**config.mk**
```make
export PLATFORM = sky130hd
export DESIGN_NAME = chroma_upsample_mcu_raster
export DESIGN_NICKNAME = d
export VERILOG_FILES = /design/src/sv/cup_pkg.sv /design/src/sv/cup_front.sv /design/src/sv/cup_fifo.sv /design/src/sv/cup_back.sv /design/src/sv/chroma_upsample_mcu_raster.sv
export SDC_FILE = /design/constraint.sdc
export NUM_CORES = 2
export LEC_CHECK = 0
export BUFFER_PORTS_ARGS = -buffer_cell sky130_fd_sc_hd__buf_2
export CAP_MARGIN = 20
export CORE_MARGIN = 5
export CORE_UTILIZATION = 50
export CTS_BUF_LIST = sky130_fd_sc_hd__clkbuf_4 sky130_fd_sc_hd__clkbuf_8 sky130_fd_sc_hd__clkbuf_16
export DETAILED_ROUTE_END_ITERATION = 7
export MAX_ROUTING_LAYER = met4
export PLACE_DENSITY = 0.75
export RECOVER_POWER = 50
export SYNTH_ARGS = -nofsm -noshare
export SYNTH_HDL_FRONTEND = slang
export SYNTH_SLANG_ARGS = --single-unit
```
**constraint.sdc**
```tcl
create_clock -name aclk -period 10.3 [get_ports aclk]
set_input_delay 1.03 -clock aclk [delete_from_list [all_inputs] [get_ports aclk]]
set_output_delay 1.03 -clock aclk [all_outputs]
set_load 0.02 [all_outputs]
```
**src/sv/cup_pkg.sv**
```systemverilog
// Package for chroma_upsample_mcu_raster: constants, command and status types,
// and the small lookup functions used by the front module. No dependencies.
package cup_pkg;

    localparam int PIX_W         = 8;
    localparam int CFG_W         = 3;
    localparam int CFG_IDX_W     = 2;
    localparam int STORE_DEPTH   = 256;
    localparam int ADDR_W        = $clog2(STORE_DEPTH);
    localparam int LINE_LEN      = 8;
    localparam int COL_W         = $clog2(LINE_LEN);
    localparam int FACTOR_LIMIT  = 4;
    localparam int MAX_BLOCKS_DEF = 4;
    localparam int Q_DEPTH       = 2;
    localparam int Q_PTR_W       = 1;
    localparam int Q_CNT_W       = 2;

    typedef enum logic [CFG_IDX_W-1:0] {
        REG_HORIZ = 2'd0,
        REG_VERT  = 2'd1,
        REG_BWIDE = 2'd2,
        REG_BHIGH = 2'd3
    } reg_idx_t;

    typedef enum logic [1:0] {
        CMD_ERR = 2'd0,
        CMD_UPS = 2'd1,
        CMD_ROW = 2'd2
    } cmd_kind_t;

    typedef struct packed {
        cmd_kind_t                           kind;
        logic [PIX_W-1:0]                    sample;
        logic [LINE_LEN-1:0][PIX_W-1:0]      line;
        logic [CFG_W-1:0]                    h;
        logic [CFG_W-1:0]                    v;
        logic [CFG_W-1:0]                    w;
        logic                                col7;
        logic                                done;
        logic [1:0]                          base_blk;
        logic [2:0]                          base_row;
    } cmd_t;

    typedef struct packed {
        logic              en;
        logic [ADDR_W-1:0] addr;
        logic [PIX_W-1:0]  data;
    } mem_wr_t;

    typedef struct packed {
        logic empty;
        logic full;
        logic has_row;
    } q_stat_t;

    // Lines per MCU in upsample mode: ceil(8 * blocks / hv).
    function automatic logic [5:0] ups_lines(input logic [2:0] blocks, input logic [5:0] hv);
        logic [5:0] lines;
        case (hv)
            6'd2: lines = {1'b0, blocks, 2'b00};
            6'd4: lines = {2'b00, blocks, 1'b0};
            6'd3: begin
                case (blocks)
                    3'd1:    lines = 6'd3;
                    3'd2:    lines = 6'd6;
                    3'd3:    lines = 6'd8;
                    3'd4:    lines = 6'd11;
                    default: lines = 6'd0;
                endcase
            end
            default: lines = {blocks, 3'b000};
        endcase
        return lines;
    endfunction

    // True when block b is the last block of its row of blocks.
    function automatic logic is_row_end(input logic [1:0] b, input logic [2:0] w);
        logic res;
        case (w)
            3'd1:    res = 1'b1;
            3'd2:    res = b[0];
            3'd3:    res = (b == 2'd2);
            3'd4:    res = (b == 2'd3);
            default: res = 1'b0;
        endcase
        return res;
    endfunction

endpackage

```
**src/sv/cup_front.sv**
```systemverilog
// Front part: configuration registers, input position tracking, store writes
// and classification of items into commands. Depends on cup_pkg.
module cup_front #(
    parameter int MAX_BLOCKS = cup_pkg::MAX_BLOCKS_DEF
) (
    input  logic                          aclk,
    input  logic                          aresetn,
    input  logic                          s_tvalid,
    output logic                          s_tready,
    input  logic [cup_pkg::PIX_W-1:0]     s_tdata,   // [7:0] sample
    input  logic                          s_tuser,   // [0] mcu_start
    input  logic                          cfg_valid,
    output logic                          cfg_ready,
    input  logic [cup_pkg::CFG_IDX_W-1:0] cfg_index,
    input  logic [cup_pkg::CFG_W-1:0]     cfg_data,
    input  cup_pkg::q_stat_t              q_stat,
    input  logic                          back_row,
    output logic                          push,
    output cup_pkg::cmd_t                 push_cmd,
    output cup_pkg::mem_wr_t              mem_wr
);
    import cup_pkg::*;

    logic [CFG_W-1:0]  hf_reg, hf_next, vf_reg, vf_next;
    logic [CFG_W-1:0]  bw_reg, bw_next, bh_reg, bh_next;
    logic [ADDR_W-1:0] pos_reg, pos_next;
    logic [PIX_W-1:0]  line_reg [LINE_LEN];

    logic                           accept, cfg_bad, reorder, row_end, done;
    logic [ADDR_W-1:0]              p0, p, waddr;
    logic [5:0]                     hv, blocks_p, lines;
    logic [2:0]                     blocks;
    logic [ADDR_W:0]                total, lim;
    logic [COL_W-1:0]               col;
    logic [LINE_LEN-1:0][PIX_W-1:0] line_snap;

    assign cfg_ready = 1'b1;
    assign s_tready  = !q_stat.full && !q_stat.has_row && !back_row;
    assign accept    = s_tvalid && s_tready;

    always_comb begin
        p0       = s_tuser ? '0 : pos_reg;
        hv       = {3'b000, hf_reg} * {3'b000, vf_reg};
        blocks_p = {3'b000, bw_reg} * {3'b000, bh_reg};
        cfg_bad  = (hf_reg == '0) || (vf_reg == '0) || (bw_reg == '0) || (bh_reg == '0) ||
                   (hv > 6'(FACTOR_LIMIT)) || (blocks_p > 6'(MAX_BLOCKS));
        blocks   = blocks_p[2:0];
        reorder  = (hf_reg == 3'd1) && (vf_reg == 3'd1);
        total    = {blocks, 6'b000000};
        lines    = ups_lines(blocks, hv);
        lim      = reorder ? total : {lines, 3'b000};
        p        = ({1'b0, p0} >= lim) ? '0 : p0;
        col      = p[COL_W-1:0];
        row_end  = reorder && (col == 3'd7) && is_row_end(p[7:6], bw_reg);
        if (reorder) begin
            done = ({1'b0, p} == total - 9'd1);
        end else begin
            done = (col == 3'd7) && (({1'b0, p[7:3]} + 6'd1) == lines);
        end
        waddr = reorder ? p : {5'b00000, col};
        for (int i = 0; i < LINE_LEN; i++) begin
            line_snap[i] = line_reg[i];
        end
        line_snap[col] = s_tdata;
    end

    always_comb begin
        if (cfg_bad) begin
            push_cmd.kind = CMD_ERR;
        end else if (reorder) begin
            push_cmd.kind = CMD_ROW;
        end else begin
            push_cmd.kind = CMD_UPS;
        end
        push_cmd.sample   = s_tdata;
        push_cmd.line     = line_snap;
        push_cmd.h        = hf_reg;
        push_cmd.v        = vf_reg;
        push_cmd.w        = bw_reg;
        push_cmd.col7     = (col == 3'd7);
        push_cmd.done     = done && !cfg_bad;
        push_cmd.base_blk = p[7:6] + 2'd1 - bw_reg[1:0];
        push_cmd.base_row = p[5:3];
        push = accept && (cfg_bad || !reorder || row_end);
        mem_wr.en   = accept && !cfg_bad;
        mem_wr.addr = waddr;
        mem_wr.data = s_tdata;
    end

    always_comb begin
        hf_next  = hf_reg;
        vf_next  = vf_reg;
        bw_next  = bw_reg;
        bh_next  = bh_reg;
        pos_next = pos_reg;
        if (cfg_valid && cfg_ready) begin
            unique case (reg_idx_t'(cfg_index))
                REG_HORIZ: hf_next = cfg_data;
                REG_VERT:  vf_next = cfg_data;
                REG_BWIDE: bw_next = cfg_data;
                REG_BHIGH: bh_next = cfg_data;
            endcase
        end
        if (accept) begin
            if (cfg_bad) begin
                pos_next = p0;
            end else begin
                pos_next = done ? '0 : p + 8'd1;
            end
        end
    end

    always_ff @(posedge aclk) begin
        if (!aresetn) begin
            hf_reg  <= 3'd1;
            vf_reg  <= 3'd1;
            bw_reg  <= 3'd1;
            bh_reg  <= 3'd1;
            pos_reg <= '0;
        end else begin
            hf_reg  <= hf_next;
            vf_reg  <= vf_next;
            bw_reg  <= bw_next;
            bh_reg  <= bh_next;
            pos_reg <= pos_next;
        end
    end

    // Mirror of store entries 0..7, snapshotted into upsample commands
    always_ff @(posedge aclk) begin
        if (mem_wr.en && (mem_wr.addr[ADDR_W-1:COL_W] == '0)) begin
            line_reg[mem_wr.addr[COL_W-1:0]] <= mem_wr.data;
        end
    end

endmodule

```
**src/sv/cup_fifo.sv**
```systemverilog
// Two-entry command queue between the front and back parts.
// Depends on cup_pkg.
module cup_fifo (
    input  logic             aclk,
    input  logic             aresetn,
    input  logic             push,
    input  cup_pkg::cmd_t    push_cmd,
    input  logic             pop,
    output cup_pkg::cmd_t    head,
    output cup_pkg::q_stat_t q_stat
);
    import cup_pkg::*;

    cmd_t               ent_reg [Q_DEPTH];
    logic [Q_DEPTH-1:0] vld_reg, vld_next;
    logic [Q_PTR_W-1:0] wp_reg, wp_next, rp_reg, rp_next;
    logic [Q_CNT_W-1:0] cnt_reg, cnt_next;

    assign head = ent_reg[rp_reg];

    always_comb begin
        q_stat.empty   = (cnt_reg == '0);
        q_stat.full    = (cnt_reg == Q_CNT_W'(Q_DEPTH));
        q_stat.has_row = 1'b0;
        for (int i = 0; i < Q_DEPTH; i++) begin
            if (vld_reg[i] && (ent_reg[i].kind == CMD_ROW)) begin
                q_stat.has_row = 1'b1;
            end
        end
    end

    always_comb begin
        vld_next = vld_reg;
        wp_next  = wp_reg;
        rp_next  = rp_reg;
        cnt_next = cnt_reg;
        if (pop) begin
            vld_next[rp_reg] = 1'b0;
            rp_next          = rp_reg + 1'b1;
        end
        if (push) begin
            vld_next[wp_reg] = 1'b1;
            wp_next          = wp_reg + 1'b1;
        end
        if (push && !pop) begin
            cnt_next = cnt_reg + 1'b1;
        end else if (pop && !push) begin
            cnt_next = cnt_reg - 1'b1;
        end
    end

    always_ff @(posedge aclk) begin
        if (!aresetn) begin
            vld_reg <= '0;
            wp_reg  <= '0;
            rp_reg  <= '0;
            cnt_reg <= '0;
        end else begin
            vld_reg <= vld_next;
            wp_reg  <= wp_next;
            rp_reg  <= rp_next;
            cnt_reg <= cnt_next;
        end
    end

    always_ff @(posedge aclk) begin
        if (push) begin
            ent_reg[wp_reg] <= push_cmd;
        end
    end

endmodule

```
**src/sv/cup_back.sv**
```systemverilog
// Back part: holds the sample store, expands one command at a time into
// result items and drives the output register. Depends on cup_pkg.
module cup_back (
    input  logic                      aclk,
    input  logic                      aresetn,
    input  cup_pkg::cmd_t             head,
    input  cup_pkg::q_stat_t          q_stat,
    output logic                      pop,
    input  cup_pkg::mem_wr_t          mem_wr,
    output logic                      back_row,
    output logic                      m_tvalid,
    input  logic                      m_tready,
    output logic [cup_pkg::PIX_W-1:0] m_tdata,   // [7:0] pixel
    output logic                      m_tlast,   // run_last
    output logic [1:0]                m_tuser    // [0] mcu_end, [1] config_error
);
    import cup_pkg::*;

    logic [PIX_W-1:0]  store [STORE_DEPTH];

    cmd_t              cmd_reg;
    logic              active_reg, active_next;
    logic [1:0]        rep_reg, rep_next, s_reg, s_next, c_reg, c_next;
    logic [2:0]        k_reg, k_next;
    logic              ov_reg, ov_next;
    logic [PIX_W-1:0]  opix_reg, rdata_reg;
    logic              omem_reg, olast_reg, oend_reg, oerr_reg;

    logic              issue, s_end, k_end, c_end, rep_end;
    logic              t_last, t_mem, t_err;
    logic [PIX_W-1:0]  t_pix;
    logic [ADDR_W-1:0] t_addr;

    assign pop      = !active_reg && !q_stat.empty;
    assign issue    = active_reg && (!ov_reg || m_tready);
    assign back_row = active_reg && (cmd_reg.kind == CMD_ROW);

    assign s_end   = ({1'b0, s_reg} == cmd_reg.h - 3'd1);
    assign k_end   = (k_reg == 3'd7);
    assign c_end   = ({1'b0, c_reg} == cmd_reg.w - 3'd1);
    assign rep_end = ({1'b0, rep_reg} == cmd_reg.v - 3'd1);

    always_comb begin
        t_pix  = '0;
        t_last = 1'b1;
        t_mem  = 1'b0;
        t_err  = 1'b0;
        t_addr = {cmd_reg.base_blk + c_reg, cmd_reg.base_row, k_reg};
        rep_next = rep_reg;
        s_next   = s_reg;
        k_next   = k_reg;
        c_next   = c_reg;
        unique case (cmd_reg.kind)
            CMD_ERR: begin
                t_err = 1'b1;
            end
            CMD_UPS: begin
                if (rep_reg == 2'd0) begin
                    t_pix  = cmd_reg.sample;
                    t_last = s_end && (!cmd_reg.col7 || (cmd_reg.v == 3'd1));
                end else begin
                    t_pix  = cmd_reg.line[k_reg];
                    t_last = rep_end && k_end && s_end;
                end
                if (s_end) begin
                    s_next = '0;
                    if (rep_reg == 2'd0) begin
                        rep_next = 2'd1;
                        k_next   = '0;
                    end else if (k_end) begin
                        k_next   = '0;
                        rep_next = rep_reg + 2'd1;
                    end else begin
                        k_next = k_reg + 3'd1;
                    end
                end else begin
                    s_next = s_reg + 2'd1;
                end
            end
            CMD_ROW: begin
                t_mem  = 1'b1;
                t_last = c_end && k_end;
                k_next = k_reg + 3'd1;
                if (k_end) begin
                    c_next = c_reg + 2'd1;
                end
            end
            default: begin
                t_err = 1'b1;
            end
        endcase
    end

    always_comb begin
        active_next = active_reg;
        if (pop) begin
            active_next = 1'b1;
        end else if (issue && t_last) begin
            active_next = 1'b0;
        end
        if (issue) begin
            ov_next = 1'b1;
        end else if (m_tready) begin
            ov_next = 1'b0;
        end else begin
            ov_next = ov_reg;
        end
    end

    always_ff @(posedge aclk) begin
        if (!aresetn) begin
            active_reg <= 1'b0;
            ov_reg     <= 1'b0;
        end else begin
            active_reg <= active_next;
            ov_reg     <= ov_next;
        end
    end

    always_ff @(posedge aclk) begin
        if (pop) begin
            cmd_reg <= head;
            rep_reg <= '0;
            s_reg   <= '0;
            k_reg   <= '0;
            c_reg   <= '0;
        end else if (issue) begin
            rep_reg <= rep_next;
            s_reg   <= s_next;
            k_reg   <= k_next;
            c_reg   <= c_next;
        end
        if (issue) begin
            opix_reg  <= t_pix;
            omem_reg  <= t_mem;
            olast_reg <= t_last;
            oend_reg  <= t_last && cmd_reg.done;
            oerr_reg  <= t_err;
        end
    end

    always_ff @(posedge aclk) begin
        if (mem_wr.en) begin
            store[mem_wr.addr] <= mem_wr.data;
        end
        if (issue && t_mem) begin
            rdata_reg <= store[t_addr];
        end
    end

    assign m_tvalid = ov_reg;
    assign m_tdata  = omem_reg ? rdata_reg : opix_reg;
    assign m_tlast  = olast_reg;
    assign m_tuser  = {oerr_reg, oend_reg};

endmodule

```
**src/sv/chroma_upsample_mcu_raster.sv**
```systemverilog
// A result leaves through the command queue, command register and output register in turn;
// results of one command leave at one per cycle while m_tready is high. An item with results
// is loaded by the back as one command (1 to 32 results); an item with none (reorder, mid-line)
// pushes no command. No item is taken while a row command is queued or read out.
// Up to three items run ahead of the output: two in the command queue, one being expanded.
// Synchronous reset: config registers to 1, position 0, queue and output empty, store kept.
module chroma_upsample_mcu_raster #(
    parameter int MAX_BLOCKS = cup_pkg::MAX_BLOCKS_DEF
) (
    input  logic                          aclk,
    input  logic                          aresetn,
    input  logic                          s_tvalid,
    output logic                          s_tready,
    input  logic [cup_pkg::PIX_W-1:0]     s_tdata,   // [7:0] sample
    input  logic                          s_tuser,   // [0] mcu_start
    output logic                          m_tvalid,
    input  logic                          m_tready,
    output logic [cup_pkg::PIX_W-1:0]     m_tdata,   // [7:0] pixel
    output logic                          m_tlast,   // run_last
    output logic [1:0]                    m_tuser,   // [0] mcu_end, [1] config_error
    input  logic                          cfg_valid,
    output logic                          cfg_ready,
    input  logic [cup_pkg::CFG_IDX_W-1:0] cfg_index,
    input  logic [cup_pkg::CFG_W-1:0]     cfg_data
);
    import cup_pkg::*;

    q_stat_t q_stat;
    cmd_t    push_cmd, head;
    mem_wr_t mem_wr;
    logic    push, pop, back_row;

    cup_front #(.MAX_BLOCKS(MAX_BLOCKS)) u_front (
        .aclk      (aclk),
        .aresetn   (aresetn),
        .s_tvalid  (s_tvalid),
        .s_tready  (s_tready),
        .s_tdata   (s_tdata),
        .s_tuser   (s_tuser),
        .cfg_valid (cfg_valid),
        .cfg_ready (cfg_ready),
        .cfg_index (cfg_index),
        .cfg_data  (cfg_data),
        .q_stat    (q_stat),
        .back_row  (back_row),
        .push      (push),
        .push_cmd  (push_cmd),
        .mem_wr    (mem_wr)
    );

    cup_fifo u_fifo (
        .aclk     (aclk),
        .aresetn  (aresetn),
        .push     (push),
        .push_cmd (push_cmd),
        .pop      (pop),
        .head     (head),
        .q_stat   (q_stat)
    );

    cup_back u_back (
        .aclk     (aclk),
        .aresetn  (aresetn),
        .head     (head),
        .q_stat   (q_stat),
        .pop      (pop),
        .mem_wr   (mem_wr),
        .back_row (back_row),
        .m_tvalid (m_tvalid),
        .m_tready (m_tready),
        .m_tdata  (m_tdata),
        .m_tlast  (m_tlast),
        .m_tuser  (m_tuser)
    );

endmodule

```
Yosys cells after proc, flatten, opt, wreduce, memory -nomap -nowiden
Memory sizes are Yosys's and may differ from the RTL's. A register that Yosys moved wholly into a read port is not among the register bits.
Index checks and enable logic that the tools add are counted.
{"block": "op_classes", "n_reduce_logical": 70, "mul": 2, "eq_ne": 32, "order_cmp": 10, "addsub": 17, "muxes": 50, "bitwise_logic": 3}
{"operator": "$mux 8", "n": 9}
{"operator": "$bwmux 64", "n": 1}
{"operator": "$logic_and 1x1->1", "n": 28}
{"operator": "$bmux 8 s3", "n": 1}
{"operator": "$demux 8 s3", "n": 1}
{"operator": "$mux 1", "n": 18}
{"operator": "$mux 2", "n": 9}
{"operator": "$pmux 6 s3", "n": 1}
{"operator": "$eq 2x2->1 const B", "n": 8}
{"operator": "$pmux 4 s4", "n": 1}
{"operator": "$eq 3x1->1 const B", "n": 5}
{"operator": "$eq 3x2->1 const B", "n": 4}
{"operator": "$eq 3x3->1 const B", "n": 4}
{"operator": "$eq 6x2->1 const B", "n": 2}
{"operator": "$gt 6x3->1 const B", "n": 2}
{"operator": "$logic_not 3->1", "n": 4}
{"operator": "$mul 3x3->6", "n": 2}
{"operator": "$logic_not 1->1", "n": 11}
{"operator": "$add 2x1->2 const B", "n": 5}
{"operator": "$reduce_and 2->1", "n": 5}
{"operator": "$reduce_bool 2->1", "n": 5}
{"operator": "$eq 2x3->1", "n": 3}
{"operator": "$eq 8x9->1", "n": 1}
{"operator": "$ge 8x9->1", "n": 1}
{"operator": "other kinds (32)", "n": 53}
{"block": "word_totals", "elab_cells": 207, "mem_count": 3, "out_inout_bits": 14, "mem_bits_rw": 2292, "reg_bits": 49}
{"memory": "u_back.store", "words": 256, "width": 8, "rd": 1, "rd_clocked_by_memory_dff": 1, "wr": 1, "line": "cup_back.sv:19", "rtl": "logic [PIX_W-1:0] store [STORE_DEPTH];"}
{"memory": "u_fifo.ent_reg", "words": 2, "width": 90, "rd": 3, "rd_clocked_by_memory_dff": 1, "wr": 1, "line": "cup_fifo.sv:14", "rtl": "cmd_t ent_reg [Q_DEPTH];"}
{"memory": "u_front.line_reg", "words": 8, "width": 8, "rd": 8, "rd_clocked_by_memory_dff": 0, "wr": 1, "line": "cup_front.sv:27", "rtl": "logic [PIX_W-1:0] line_reg [LINE_LEN];"}

Logic depth before layout (Yosys ltp)
{"block": "depth", "ltp_word": 16, "mapped_depth": 27, "ltp_nobuf": 26}

Modules after synthesis
A second synthesis with hierarchy kept.
{"block": "hier_totals", "hier_cells": 4900, "area_unflattened_um2": 96986.8}
{"mod": "cup_back", "seq_area_each_um2": 65022.4, "area_each_um2": 84691.2, "instances": 1, "cells_per_inst": 4082}
{"mod": "cup_fifo", "seq_area_each_um2": 5545.3, "area_each_um2": 6832.8, "instances": 1, "cells_per_inst": 312}
{"mod": "cup_front", "seq_area_each_um2": 2322.2, "area_each_um2": 5462.7, "instances": 1, "cells_per_inst": 506}

Least setup slack after synthesis
OpenSTA, ideal clock, no wires.
{"block": "synth_timing", "path_type": "register to register", "startpoint": "register u_front.vf_reg[0]", "endpoint": "memory u_fifo.ent_reg[1][0] in the netlist's numbering, enable pin", "path_stages_with_launch": 24, "required_time_ns": 9.841, "t_arrival_ns": 7.218, "setup_slack_ns": 2.623, "synth_period_minus_slack_ns": 7.677, "path_cell_list": "dfxtp_1 -> and2_1 -> fa_1 -> ha_1 -> inv_1 -> fa_1 -> nand2_1 -> or3_1 -> nor2_1 -> o21ai_0 -> ha_1 -> a21o_1 -> a21oi_1 -> nand3_1 -> and2_1 -> buf_2 -> buf_2 -> nor2_1 -> ha_1 -> ha_1 -> inv_1 -> a31oi_1 -> a21boi_2 -> and2_1"}
{"item": "start, declared", "line": "cup_front.sv:24", "rtl": "logic [CFG_W-1:0] hf_reg, hf_next, vf_reg, vf_next;"}
{"item": "start signal, assigned", "line": "cup_front.sv:122", "rtl": "vf_reg <= vf_next;"}
{"item": "end, declared", "line": "cup_fifo.sv:14"}

Final worst setup path
{"block": "layout_timing", "startpoint": "input s_tdata[0] in the netlist's numbering", "endpoint": "memory u_back.store[131][0], data pin"}
{"item": "start, declared", "line": "chroma_upsample_mcu_raster.sv:14", "rtl": "input logic [cup_pkg::PIX_W-1:0] s_tdata,"}
{"item": "end, declared", "line": "cup_back.sv:19"}
Straight into the memory's write port.

==> qor.yml <==
track_usage_pct: 22.0
synth_cells: 4302
totalWireLength_um: 211000
setup_viol: 0
violations: "capacitance limit, slew limit"
drv_cap: 24
crit_buf_inv: 2
start_util_pct: 50.3
grt_max_degree: 139
p_per_area_mw_per_mm2: 219
gr-total-overflow: 0
drc_errors: 0
final_common_cell: "edfxtp_1"
crit_family: "buffers and inverters"
power.switching_mw: 5.59
io_buffers: 31
core_sq_mm: 0.190
synth.avg_cell_area_sq_um: 22.2
final_net_count: 4450
hpwl_um: 121000
hold_viol: 0
cp.arrival_ns: 8.68
vias_per_cell: 6.29
syn-cell-area_sq_mm: 0.0955
async_reset_ff_share_pct: 0
crit_type: "in2reg"
final_cell_mix: "edfxtp_1, mux4_2, nor2_1"
antenna_left: 0
cp_max_fo: 138
power_frac_seq_pct: 49.8
area_delta_synth_final_pct: 10.9
status: "complete, but fails checks"
fillers: 13300
clkPwrFrac_pct: 36.5
drt_iter0_drc: 6383
cp_slowest_cell: "clkbuf_1"
min_period_over_period_pct: 82.6
grt_setup_unrepaired: "no"
clock_latency_ns: 0.87
hold_class: "in2reg"
cts-resized-gates: 0
start_kind: "input pin"
period_needed_ns: 8.51
routedWlPerCell_um: 29.8
io_pins: 33
htreeDepth: 4
grt_pass1_vias: 44800
finalMaxSlewViolations: 2153
cts_buffers: 218
combinationalPowerShare_pct: 13.7
clock_path_buffers: 3
cts_tree: "yes"
dieWidth_um: 447
synth_edf_count: 2402
grt_antenna_before_repair: 10
post_cts_buffers: 0
gp_congestion: 0.869
die_area_sq_mm: 0.200
synth-seq-cells: 2439
cts_root_buffer: "clkbuf_16"
worstMarginPinSlew_ns: 6.74
num_vias: 44600
slowest_delay_ns: 4.50
clock.fmax_mhz: 118
setup_tns_ns: 0
drive_above_1_share_pct: 28.2
postCtsHoldBufs: 0
synth_nets: 4363
synth_ff_type: "edfxtp_1"
crit_path_end_kind: "flop"
seq_area_frac_synth_pct: 76.3
fin_skew_ns: 0.0443
timing.critical_path.required_ns: 10.48
holdWs_ns: 0.484
relSlewSlack_pct: -350
cts_num_sinks: 2439
ys_warn_count: 0
clkTransAtPathRegs_ns: 0.06
swShare_pct: 24.1
internal_power_mw: 17.6
synth.distinct_cells: 63
worstPathCellList: "clkbuf_1, clkbuf_2"
die_h_um: 447
grt_pass1_wl_um: 312000
leakagePower_nw: 31.8
largest_reg_flops: 2048
rows: 160
dr.pass1.iters: 6
vdd.ir_drop.worst_v: 0.000212
==> final timing paths <==
path	from	endpoint	slack [ns]	depth (start not counted)
worst max-delay path	s_tdata[0]	u_back.store[131][0]	1.79	2
worst min-delay path	cfg_data[0]	u_front.bh_reg[0]	0.48	3
worst max register to register	u_front.vf_reg[0]	u_fifo.ent_reg[1][87]	2.42	22
worst min register to register	u_back.active_reg	u_back.active_reg	0.52	2
==> through the flow <==
step | util, % | total power, mW | setup slack, ns | cell area, sq um | instances
floorplan | - | 13.7 | 2.62 | 95500 | 4302
global placement | 51.9 | 14.8 | 2.73 | 98500 | 6679
detailed placement | 51.9 | 14.9 | 2.68 | 98500 | 6679
CTS | 55.8 | 23.3 | 2.67 | 106000 | 7085
global route | 55.8 | 23.9 | 1.26 | 106000 | 7090
finish | 55.8 | 23.2 | 1.79 | 106000 | 7092
==> power by group through the flow <==
stage	Sequential [mW]	Clock (mW)	Combinational, mW
detailed placement	11.7	0	3.16
global route	11.6	8.99	3.36
global placement	11.7	0	3.12
floorplan	11.6	0	2.09
finish	11.6	8.47	3.18
CTS	11.5	8.55	3.19
==> layer usage <==
layer / up-vias / global-route usage (%) / part of all wire [%]
met5: - / - / 0
met4: 0 / 6.30 / 3.1
met3: 371 / 3.83 / 8.8
met2: 2427 / 34.3 / 49
met1: 23700 / 30.3 / 39
li1: 18100 / - / -
==> synth_stat cells, types with 2 or more instances <==
cell type  count  share of area [%]
and3_1         5              0.033
nor2_1       315                1.2
buf_1         15              0.059
nand3b_1       2              0.016
nand4_1       12              0.079
a211oi_1       2              0.016
nand2b_1      10              0.066
nor3b_1        2              0.016
clkinv_1       2             0.0079
clkbuf_1     149               0.59
o21a_1         3              0.024
mux2i_1       23               0.24
o2111ai_1      3              0.028
mux4_2       688                 16
o41ai_2        2              0.034
fa_1           4              0.084
a21boi_0       2              0.016
xor2_1        13               0.12
a22oi_1       21               0.17
or3_1          7              0.046
nor3_1        14              0.073
nand3_1       16              0.084
xnor2_1       11               0.10
edfxtp_1    2402                 76
a21o_1         3              0.024
mux2_2       163                1.9
o22ai_1        6              0.039
and2_1        36               0.24
or2_2          2              0.013
nor4_4         2              0.045
buf_4          5              0.039
nand2_1       80               0.31
o211ai_1       4              0.031
dfxtp_1       37               0.78
nor4_1         5              0.033
a32oi_1        3              0.028
nor3_2         5              0.052
a31oi_1        8              0.052
nor2b_1       12              0.079
buf_2         60               0.31
ha_1          38               0.50
inv_1         39               0.15
o21ai_0       29               0.15
a21oi_1       23               0.12
==> logic make-up (layout without fill, tap and decap cells) <==
logic type	Yosys count	count (layout)	synth area share, %
flops	2439	2439	76.3
mux	874	874	18.4
simple gates	533	533	2.50
buf+inv	270	543	1.16
compound gates	118	118	0.811
fa+ha+maj	42	42	0.582
xor+xnor	25	25	0.245
other cells	1	7	0.00393
==> final cells by class <==
type | count | area (sq um) | area share [%]
multi-input cells | 1593 | 21500 | 20.3
diodes | 6 | 15.0 | 0.0142
repair buffers | 96 | 666 | 0.628
clock inverters | 145 | 1730 | 1.63
clock buffers | 261 | 5800 | 5.48
flip-flops and latches | 2439 | 72900 | 68.8
well taps | 2511 | 3140 | 2.97
inverters | 41 | 155 | 0.146
(Power assumes the default switching activity.)
